**config.mk**
```make
export PLATFORM = sky130hd
export DESIGN_NAME = id_hash_hue_to_rgb_core
export DESIGN_NICKNAME = d
export VERILOG_FILES = /design/src/design/idhr_pkg.sv /design/src/design/id_hash_hue_to_rgb_core.sv /design/src/design/idhr_hue.sv /design/src/design/idhr_ramp.sv /design/src/design/idhr_chan.sv
export VERILOG_INCLUDE_DIRS = /design/src /design/src/design
export SDC_FILE = /design/constraint.sdc
export NUM_CORES = 2
export LEC_CHECK = 0
export BUFFER_PORTS_ARGS = -buffer_cell sky130_fd_sc_hd__buf_2
export CAP_MARGIN = 20
export CORE_MARGIN = 2
export CORE_UTILIZATION = 66
export DETAILED_ROUTE_END_ITERATION = 10
export GPL_ROUTABILITY_DRIVEN = 0
export MAX_ROUTING_LAYER = met4
export PLACE_DENSITY_LB_ADDON = 0.15
export SYNTH_ARGS = -nofsm -noshare
export SYNTH_HDL_FRONTEND = slang
export SYNTH_SLANG_ARGS = --single-unit
```
**constraint.sdc**
```tcl
create_clock -name aclk -period 8.8 [get_ports aclk]
set_input_delay 0.88 -clock aclk [delete_from_list [all_inputs] [get_ports aclk]]
set_output_delay 0.88 -clock aclk [all_outputs]
set_load 0.05 [all_outputs]
```
**src/design/id_hash_hue_to_rgb_core_assert.svh**
```systemverilog
// Assertion macros for the id hash hue to rgb core.
`ifndef ID_HASH_HUE_TO_RGB_CORE_ASSERT_SVH
`define ID_HASH_HUE_TO_RGB_CORE_ASSERT_SVH

// Checked only while out of reset.
`define IDHR_ASSERT(lbl, clk, rst_n, prop, msg) \
    lbl: assert property (@(posedge clk) disable iff (!rst_n) prop) else $error(msg);

// Checked at every edge, reset included.
`define IDHR_ASSERT_ALWAYS(lbl, clk, prop, msg) \
    lbl: assert property (@(posedge clk) prop) else $error(msg);

`endif

```
**src/design/idhr_pkg.sv**
```systemverilog
// Shared constants and types for the id hash hue to rgb core.
`timescale 1ns / 1ps

package idhr_pkg;

    localparam int CHANNEL_BITS_DEF = 8;
    localparam int HASH_BITS        = 32;
    localparam int HUE_BITS         = 16;
    localparam int FRAC_BITS        = 16;
    localparam int SECT_BITS        = 3;
    localparam int CFG_ADDR_BITS    = 1;
    localparam int CFG_RESET_VAL    = 230;

    localparam logic [HASH_BITS-1:0] HASH_MUL = 32'h9E3779B9;

    localparam logic [CFG_ADDR_BITS-1:0] REG_SATURATION = 1'd0;
    localparam logic [CFG_ADDR_BITS-1:0] REG_BRIGHTNESS = 1'd1;

    typedef enum logic [SECT_BITS-1:0] {
        SECT_RED_TO_YEL = 3'd0,
        SECT_YEL_TO_GRN = 3'd1,
        SECT_GRN_TO_CYN = 3'd2,
        SECT_CYN_TO_BLU = 3'd3,
        SECT_BLU_TO_MAG = 3'd4,
        SECT_MAG_TO_RED = 3'd5
    } sector_t;

endpackage

```
**src/design/id_hash_hue_to_rgb_core.sv**
```systemverilog
// Usage:
// Turns a 32-bit identifier into an RGB color. The s_ channel carries the
// identifier; the hue is its Fibonacci hash, converted by the six-sector HSV
// rule with the saturation and brightness registers.
// The m_ channel carries one color per request (red, green, blue).
// Registers are written through cfg_wr_en / cfg_addr / cfg_wdata; the user must write them only while
// no request is in flight, which the block does not enforce; index 0 is saturation, 1 is brightness.
// Five register stages lie between acceptance and m_tvalid (hash multiply, sector,
// ramp multiply, offset add, divide by full scale).
// Throughput: one request per cycle while m_tready is high; the five register stages, each with
// its own valid bit, set the rate and latency.
// When the receiver stalls, results stay in their stages and empty stages
// keep filling; s_tready drops only once all five stages hold a result.
// Reset (aresetn low, synchronous) empties the pipeline and sets both
// registers to 230.
`timescale 1ns / 1ps

`include "id_hash_hue_to_rgb_core_assert.svh"

module id_hash_hue_to_rgb_core
    import idhr_pkg::*;
#(
    parameter int CHANNEL_BITS = CHANNEL_BITS_DEF
) (
    input  logic                                 aclk,
    input  logic                                 aresetn,
    input  logic                                 s_tvalid,
    output logic                                 s_tready,
    input  logic [HASH_BITS-1:0]                 s_tdata,  // player_id
    output logic                                 m_tvalid,
    input  logic                                 m_tready,
    output logic [8*((3*CHANNEL_BITS+7)/8)-1:0]  m_tdata,  // red, green, blue, zero pad
    input  logic                                 cfg_wr_en,
    input  logic [CFG_ADDR_BITS-1:0]             cfg_addr,
    input  logic [CHANNEL_BITS-1:0]              cfg_wdata
);

    localparam int CB    = CHANNEL_BITS;
    localparam int PW    = 2 * CB;
    localparam int OUT_W = 8 * ((3 * CB + 7) / 8);
    localparam logic [CB-1:0] CFG_RESET = CB'(CFG_RESET_VAL);

    logic [CB-1:0] sat_reg;
    logic [CB-1:0] bri_reg;

    logic               hue_valid;
    logic               hue_ready;
    sector_t            hue_sector;
    logic [FRAC_BITS:0] hue_t;
    logic [PW-1:0]      hue_c;
    logic [PW-1:0]      hue_m;

    logic               ramp_valid;
    logic               ramp_ready;
    sector_t            ramp_sector;
    logic [PW-1:0]      ramp_x;
    logic [PW-1:0]      ramp_c;
    logic [PW-1:0]      ramp_m;

    logic [CB-1:0]      red;
    logic [CB-1:0]      green;
    logic [CB-1:0]      blue;

    always_ff @(posedge aclk) begin
        if (!aresetn) begin
            sat_reg <= CFG_RESET;
            bri_reg <= CFG_RESET;
        end else if (cfg_wr_en) begin
            case (cfg_addr)
                REG_SATURATION: sat_reg <= cfg_wdata;
                REG_BRIGHTNESS: bri_reg <= cfg_wdata;
                default: ;
            endcase
        end
    end

    idhr_hue #(.CB(CB)) u_hue (
        .aclk       (aclk),
        .aresetn    (aresetn),
        .in_valid   (s_tvalid),
        .in_ready   (s_tready),
        .player_id  (s_tdata),
        .saturation (sat_reg),
        .brightness (bri_reg),
        .out_valid  (hue_valid),
        .out_ready  (hue_ready),
        .sector     (hue_sector),
        .ramp_t     (hue_t),
        .chroma     (hue_c),
        .offset     (hue_m)
    );

    idhr_ramp #(.CB(CB)) u_ramp (
        .aclk       (aclk),
        .aresetn    (aresetn),
        .in_valid   (hue_valid),
        .in_ready   (hue_ready),
        .in_sector  (hue_sector),
        .ramp_t     (hue_t),
        .in_chroma  (hue_c),
        .in_offset  (hue_m),
        .out_valid  (ramp_valid),
        .out_ready  (ramp_ready),
        .out_sector (ramp_sector),
        .ramp_x     (ramp_x),
        .out_chroma (ramp_c),
        .out_offset (ramp_m)
    );

    idhr_chan #(.CB(CB)) u_chan (
        .aclk      (aclk),
        .aresetn   (aresetn),
        .in_valid  (ramp_valid),
        .in_ready  (ramp_ready),
        .sector    (ramp_sector),
        .ramp_x    (ramp_x),
        .chroma    (ramp_c),
        .offset    (ramp_m),
        .out_valid (m_tvalid),
        .out_ready (m_tready),
        .red       (red),
        .green     (green),
        .blue      (blue)
    );

    assign m_tdata = OUT_W'({blue, green, red});

    `IDHR_ASSERT(a_stall_only_from_full, aclk, aresetn, !s_tready |-> (m_tvalid && !m_tready && hue_valid && ramp_valid), "input stalled without a full pipeline")
    `IDHR_ASSERT(a_ramp_stall_chain, aclk, aresetn, !ramp_ready |-> (m_tvalid && !m_tready), "ramp stage stalled while output free")
    `IDHR_ASSERT_ALWAYS(a_empty_after_reset, aclk, !aresetn |=> (!m_tvalid && !hue_valid && !ramp_valid), "pipeline not empty after reset")

endmodule

```
**src/design/idhr_hue.sv**
```systemverilog
// Hash and sector stages: Fibonacci hash, chroma, offset, sector and ramp fraction.
`timescale 1ns / 1ps

module idhr_hue
    import idhr_pkg::*;
#(
    parameter int CB = CHANNEL_BITS_DEF
) (
    input  logic                  aclk,
    input  logic                  aresetn,
    input  logic                  in_valid,
    output logic                  in_ready,
    input  logic [HASH_BITS-1:0]  player_id,
    input  logic [CB-1:0]         saturation,
    input  logic [CB-1:0]         brightness,
    output logic                  out_valid,
    input  logic                  out_ready,
    output sector_t               sector,
    output logic [FRAC_BITS:0]    ramp_t,
    output logic [2*CB-1:0]       chroma,
    output logic [2*CB-1:0]       offset
);

    localparam int PW = 2 * CB;
    localparam int PB = HUE_BITS + SECT_BITS;
    localparam logic [FRAC_BITS:0] T_ONE = {1'b1, {FRAC_BITS{1'b0}}};

    logic                 va_reg;
    logic [HASH_BITS-1:0] hash_reg;
    logic [PW-1:0]        ca_reg;
    logic [CB-1:0]        bria_reg;

    logic                 vb_reg;
    sector_t              sect_reg;
    logic [FRAC_BITS:0]   t_reg;
    logic [PW-1:0]        cb_reg;
    logic [PW-1:0]        mb_reg;

    logic                 adv_a;
    logic                 adv_b;
    logic [HASH_BITS-1:0] hash_next;
    logic [PW-1:0]        c_next;
    logic [HUE_BITS-1:0]  hue;
    logic [PB-1:0]        p;
    logic [FRAC_BITS-1:0] f;
    logic [FRAC_BITS:0]   t_next;
    logic [PW-1:0]        m_next;

    assign adv_b    = !vb_reg || out_ready;
    assign adv_a    = !va_reg || adv_b;
    assign in_ready = adv_a;

    assign hash_next = player_id * HASH_MUL;
    assign c_next    = PW'(saturation) * PW'(brightness);

    assign hue    = hash_reg[HASH_BITS-1 -: HUE_BITS];
    assign p      = (PB'(hue) << 2) + (PB'(hue) << 1);
    assign f      = p[FRAC_BITS-1:0];
    assign t_next = p[FRAC_BITS] ? (T_ONE - {1'b0, f}) : {1'b0, f};
    assign m_next = (PW'(bria_reg) << CB) - PW'(bria_reg) - ca_reg;

    always_ff @(posedge aclk) begin
        if (!aresetn) begin
            va_reg <= 1'b0;
            vb_reg <= 1'b0;
        end else begin
            if (adv_a) begin
                va_reg <= in_valid;
            end
            if (adv_b) begin
                vb_reg <= va_reg;
            end
        end
    end

    always_ff @(posedge aclk) begin
        if (adv_a && in_valid) begin
            hash_reg <= hash_next;
            ca_reg   <= c_next;
            bria_reg <= brightness;
        end
        if (adv_b && va_reg) begin
            sect_reg <= sector_t'(p[PB-1:FRAC_BITS]);
            t_reg    <= t_next;
            cb_reg   <= ca_reg;
            mb_reg   <= m_next;
        end
    end

    assign out_valid = vb_reg;
    assign sector    = sect_reg;
    assign ramp_t    = t_reg;
    assign chroma    = cb_reg;
    assign offset    = mb_reg;

endmodule

```
**src/design/idhr_ramp.sv**
```systemverilog
// Ramp stage: rounded product of chroma and ramp fraction.
`timescale 1ns / 1ps

module idhr_ramp
    import idhr_pkg::*;
#(
    parameter int CB = CHANNEL_BITS_DEF
) (
    input  logic                aclk,
    input  logic                aresetn,
    input  logic                in_valid,
    output logic                in_ready,
    input  sector_t             in_sector,
    input  logic [FRAC_BITS:0]  ramp_t,
    input  logic [2*CB-1:0]     in_chroma,
    input  logic [2*CB-1:0]     in_offset,
    output logic                out_valid,
    input  logic                out_ready,
    output sector_t             out_sector,
    output logic [2*CB-1:0]     ramp_x,
    output logic [2*CB-1:0]     out_chroma,
    output logic [2*CB-1:0]     out_offset
);

    localparam int PW = 2 * CB;
    localparam int RW = PW + FRAC_BITS + 1;
    localparam logic [RW-1:0] ROUND = RW'(1) << (FRAC_BITS - 1);

    logic          v_reg;
    sector_t       sect_reg;
    logic [PW-1:0] x_reg;
    logic [PW-1:0] c_reg;
    logic [PW-1:0] m_reg;

    logic          adv;
    logic [RW-1:0] prod;

    assign adv      = !v_reg || out_ready;
    assign in_ready = adv;
    assign prod     = RW'(in_chroma) * RW'(ramp_t) + ROUND;

    always_ff @(posedge aclk) begin
        if (!aresetn) begin
            v_reg <= 1'b0;
        end else if (adv) begin
            v_reg <= in_valid;
        end
    end

    always_ff @(posedge aclk) begin
        if (adv && in_valid) begin
            sect_reg <= in_sector;
            x_reg    <= prod[FRAC_BITS +: PW];
            c_reg    <= in_chroma;
            m_reg    <= in_offset;
        end
    end

    assign out_valid  = v_reg;
    assign out_sector = sect_reg;
    assign ramp_x     = x_reg;
    assign out_chroma = c_reg;
    assign out_offset = m_reg;

endmodule

```
**src/design/idhr_chan.sv**
```systemverilog
// Channel stages: sector mux, offset add and rounded scale back to channel codes.
`timescale 1ns / 1ps

module idhr_chan
    import idhr_pkg::*;
#(
    parameter int CB = CHANNEL_BITS_DEF
) (
    input  logic             aclk,
    input  logic             aresetn,
    input  logic             in_valid,
    output logic             in_ready,
    input  sector_t          sector,
    input  logic [2*CB-1:0]  ramp_x,
    input  logic [2*CB-1:0]  chroma,
    input  logic [2*CB-1:0]  offset,
    output logic             out_valid,
    input  logic             out_ready,
    output logic [CB-1:0]    red,
    output logic [CB-1:0]    green,
    output logic [CB-1:0]    blue
);

    localparam int PW = 2 * CB;
    localparam int QW = PW + 1;
    localparam int SW = QW + 1;
    localparam int EW = SW - CB;
    localparam logic [SW-1:0] CMAX = SW'((1 << CB) - 1);
    localparam logic [QW-1:0] HALF = QW'(((1 << CB) - 1) / 2);

    logic          va_reg;
    logic [QW-1:0] q_reg [3];
    logic          vb_reg;
    logic [CB-1:0] ch_reg [3];

    logic          adv_a;
    logic          adv_b;
    logic [PW-1:0] comp [3];
    logic [QW-1:0] q_next [3];
    logic [CB-1:0] ch_next [3];
    logic [SW-1:0] s    [3];
    logic [EW-1:0] e    [3];
    logic [SW-1:0] rem  [3];
    logic [EW-1:0] quo  [3];

    assign adv_b    = !vb_reg || out_ready;
    assign adv_a    = !va_reg || adv_b;
    assign in_ready = adv_a;

    always_comb begin
        comp[0] = '0;
        comp[1] = '0;
        comp[2] = '0;
        case (sector)
            SECT_RED_TO_YEL: begin
                comp[0] = chroma;
                comp[1] = ramp_x;
            end
            SECT_YEL_TO_GRN: begin
                comp[0] = ramp_x;
                comp[1] = chroma;
            end
            SECT_GRN_TO_CYN: begin
                comp[1] = chroma;
                comp[2] = ramp_x;
            end
            SECT_CYN_TO_BLU: begin
                comp[1] = ramp_x;
                comp[2] = chroma;
            end
            SECT_BLU_TO_MAG: begin
                comp[0] = ramp_x;
                comp[2] = chroma;
            end
            default: begin
                comp[0] = chroma;
                comp[2] = ramp_x;
            end
        endcase
    end

    // Divide by 2^CB-1: estimate low by at most one, then one correction.
    always_comb begin
        for (int i = 0; i < 3; i++) begin
            q_next[i]  = QW'(comp[i]) + QW'(offset) + HALF;
            s[i]       = SW'(q_reg[i]) + SW'(q_reg[i] >> CB);
            e[i]       = s[i][SW-1:CB];
            rem[i]     = SW'(q_reg[i]) - ((SW'(e[i]) << CB) - SW'(e[i]));
            quo[i]     = (rem[i] >= CMAX) ? (e[i] + EW'(1)) : e[i];
            ch_next[i] = quo[i][CB-1:0];
        end
    end

    always_ff @(posedge aclk) begin
        if (!aresetn) begin
            va_reg <= 1'b0;
            vb_reg <= 1'b0;
        end else begin
            if (adv_a) begin
                va_reg <= in_valid;
            end
            if (adv_b) begin
                vb_reg <= va_reg;
            end
        end
    end

    always_ff @(posedge aclk) begin
        if (adv_a && in_valid) begin
            q_reg <= q_next;
        end
        if (adv_b && va_reg) begin
            ch_reg <= ch_next;
        end
    end

    assign out_valid = vb_reg;
    assign red       = ch_reg[0];
    assign green     = ch_reg[1];
    assign blue      = ch_reg[2];

endmodule
```
==> metrics.yaml <==
global_routing:
  first_global_vias: 26500
  antenna_found_initial: 0
  grt_pass1_wl_um: 134000
  grtUsageTotal_pct: 30.3
  grt_max_degree: 52
  gr-total-overflow: 0
critical_path:
  rr_worst_depth: 20
  cp_top_family: "adder cells"
  critPathArrivalTime_ps: 7480
  path_buf_inv: 3
  cp-end-kind: "flip-flop"
  rrSetupSlack_ps: 1620
  worst_ep_required_time_ps: 9110
  cpPeakStageDelay_ps: 860
  critPathKind: "flip-flop to flip-flop"
  cp-start-kind: "flip-flop"
  crit_path_cell_trace: "nand2_1, fa_1, inv_1, fa_1, inv_1, fa_1, fa_1, inv_1, fa_1, fa_1, ha_1, a21o_1, a211o_1, a211oi_1, nor3_1, o311ai_0, a21boi_0, o21a_1, nor2_1, xnor2_1"
  rr_startpoint: "u_hue.ramp_t[12]$_DFFE_PP_"
  cp-startpoint: "u_hue.ramp_t[12]$_DFFE_PP_"
  crit_slowest_cell: "edfxtp_1"
  crit_top_cell: "fa_1"
  regToRegEndpoint: "u_ramp.ramp_x[8]$_DFFE_PP_"
  critPathMaxFanout: 16
clocking:
  worst_skew_pair.late_latency_ps: 570
  post_cts_buffers: 0
  ctsHoldBuffers: 0
  ctsLongestPathBuffers: 3
  clk_pin_slew_ps: 70
  cts_resized: 0
  cts_tree: "yes"
  cts_max_level: 1
  cts.sinks: 238
  cts_buffers: 28
  cts_root_buf: "clkbuf_16"
layout:
  synthToLayoutAreaGrowth_pct: 6.01
  largest_reg_flops: 51
  drive_above_1_share_pct: 4.56
  antenna_cells: 0
  fillers: 4199
  fin_nets: 5015
worst_hold_path:
  min_to: "u_ramp.out_offset[8]$_DFFE_PP_"
  hold_depth: 0
  hp-class: "flip-flop to flip-flop"
  min_from: "u_hue.offset[8]$_DFFE_PP_"
yosys:
  ys_seq_area_share_pct: 18.8
  yosysTopAreaCellShare_pct: 25.2
  synth.cell_area_sq_um: 37000
  syn_area_per_cell_sq_um: 9.62
  synth_commonest_cells: "845 x inv_1, 603 x ha_1, 465 x fa_1"
  synth_ff_type: "edfxtp_1"
  yosysTopAreaCell: "fa_1"
  netlist_instances: 3844
  synth_warnings: 0
  yosysUniqueCellTypes: 79
  yosys.cell_count.top_type: "inv_1"
  ys_top_cells_by_area: "fa_1 25%, ha_1 20%, edfxtp_1 18%"
  synth_seq_cells: 238
  syn_nets: 4958
  synth-edff-count: 217
  async_flop_share_pct: 0
detailed_routing:
  drt-initial-drc-count: 1695
  dr.pass1.iters: 5
  vias: 26500
  wl_met2_um: 38300
  wl_met1_um: 35900
  route.met3.wl_um: 5370
  viasPerCell: 5.68
  remaining_drc_errors: 0
  highest_layer: "met4"
  wire_per_inst_um: 17.5
  drt-total-wl_um: 82000
  final_antenna_net_count: 0
timing:
  max-slew-margin-rel_pct: 29.9
  finalCritPeriodShare_pct: 81.5
  skew_ps: 27.5
  finalMaxSlewViolations: 0
  fmax_ghz: 0.139
  setup_viol: 0
  rsz0062_at_grt: "no"
  worst_pin_slew_ps: 1020
  finalSetupTns_ps: 0
  finalHoldViolCount: 0
  layout_min_cycle_time_ps: 7180
die:
  die_area_sq_um: 57900
  initial_core_util_pct: 67.0
  num_rows: 86
  dieHeight_um: 241
  coreArea_sq_um: 55200
  pin_count: 72
  die_x_um: 241
outcome:
  status: "complete, no violations"
run:
  maxCapViolations: 0
placed_design:
  portBuffers: 71
  hpwl_um: 68000
==> routing by layer <==
metal / global-route usage, % / vias to the layer above
met4: 7.47 / 0
met2: 48.2 / 767
met5: - / -
met3: 4.88 / 150
met1: 41.1 / 13000
li1: - / 12600
==> worst max-delay path by stage <==
stage / cells after the start / to
4_1_cts: 25 / u_hue.hash_reg[31]$_DFFE_PP_
3_3_place_gp: 25 / u_hue.hash_reg[31]$_DFFE_PP_
5_1_grt: 20 / u_ramp.ramp_x[8]$_DFFE_PP_
2_1_floorplan: 24 / u_hue.hash_reg[31]$_DFFE_PP_
3_5_place_dp: 25 / u_hue.hash_reg[31]$_DFFE_PP_
6_report: 20 / u_ramp.ramp_x[8]$_DFFE_PP_
==> kinds of logic (layout without fill, tap and decap cells) <==
kind of cell / after synthesis / in the layout / synth area share, %
multiplexers: 12 / 12 / 0.338
AND/OR/NAND/NOR: 933 / 933 / 12.4
buffers and inverters: 913 / 992 / 9.28
flip-flops: 238 / 238 / 18.8
AO/OA/AOI/OAI: 462 / 462 / 8.44
XOR/XNOR: 218 / 218 / 5.16
adder cells (fa/ha/maj): 1068 / 1068 / 45.6
==> placed cells by master, fill, tap and decap left out, types with 43 or more instances in the layout <==
cell type and n:
xnor2_1 175, a21oi_1 129, nand2_1 330, and2_1 169, ha_1 603, nor3_1 57, o21ai_0 69, fa_1 465
buf_2 71, nor2_1 136, xor2_1 43, inv_1 845, nand3_1 58, edfxtp_1 217
==> cell type report <==
cell class | instances | area, sq um | share of cell area [%]
inverter | 845 | 3170 | 8.09
clock inverter | 19 | 221 | 0.565
sequential | 238 | 6940 | 17.7
clock buffer | 33 | 741 | 1.89
timing repair buffer | 95 | 536 | 1.37
multi-input combinational | 2693 | 26700 | 68.0
tap | 748 | 936 | 2.39
==> metrics by stage <==
stage          hold WS (ps)  area, sq um  utilization, %  instances  worst slack [ps]
3_3_place_gp            402        38200            69.2       4618              1160
3_5_place_dp            405        38200            69.2       4618              1060
4_1_cts                 417        39200            71.0       4670              1620
6_report                416        39200            71.0       4671              1620
2_1_floorplan           400        37000               -       3844              1580
5_1_grt                 426        39200            71.0       4671              1250
Power is left out: the tool's default activity adds up to more than one toggle a clock period on the data nets, which glitch-free logic cannot reach.
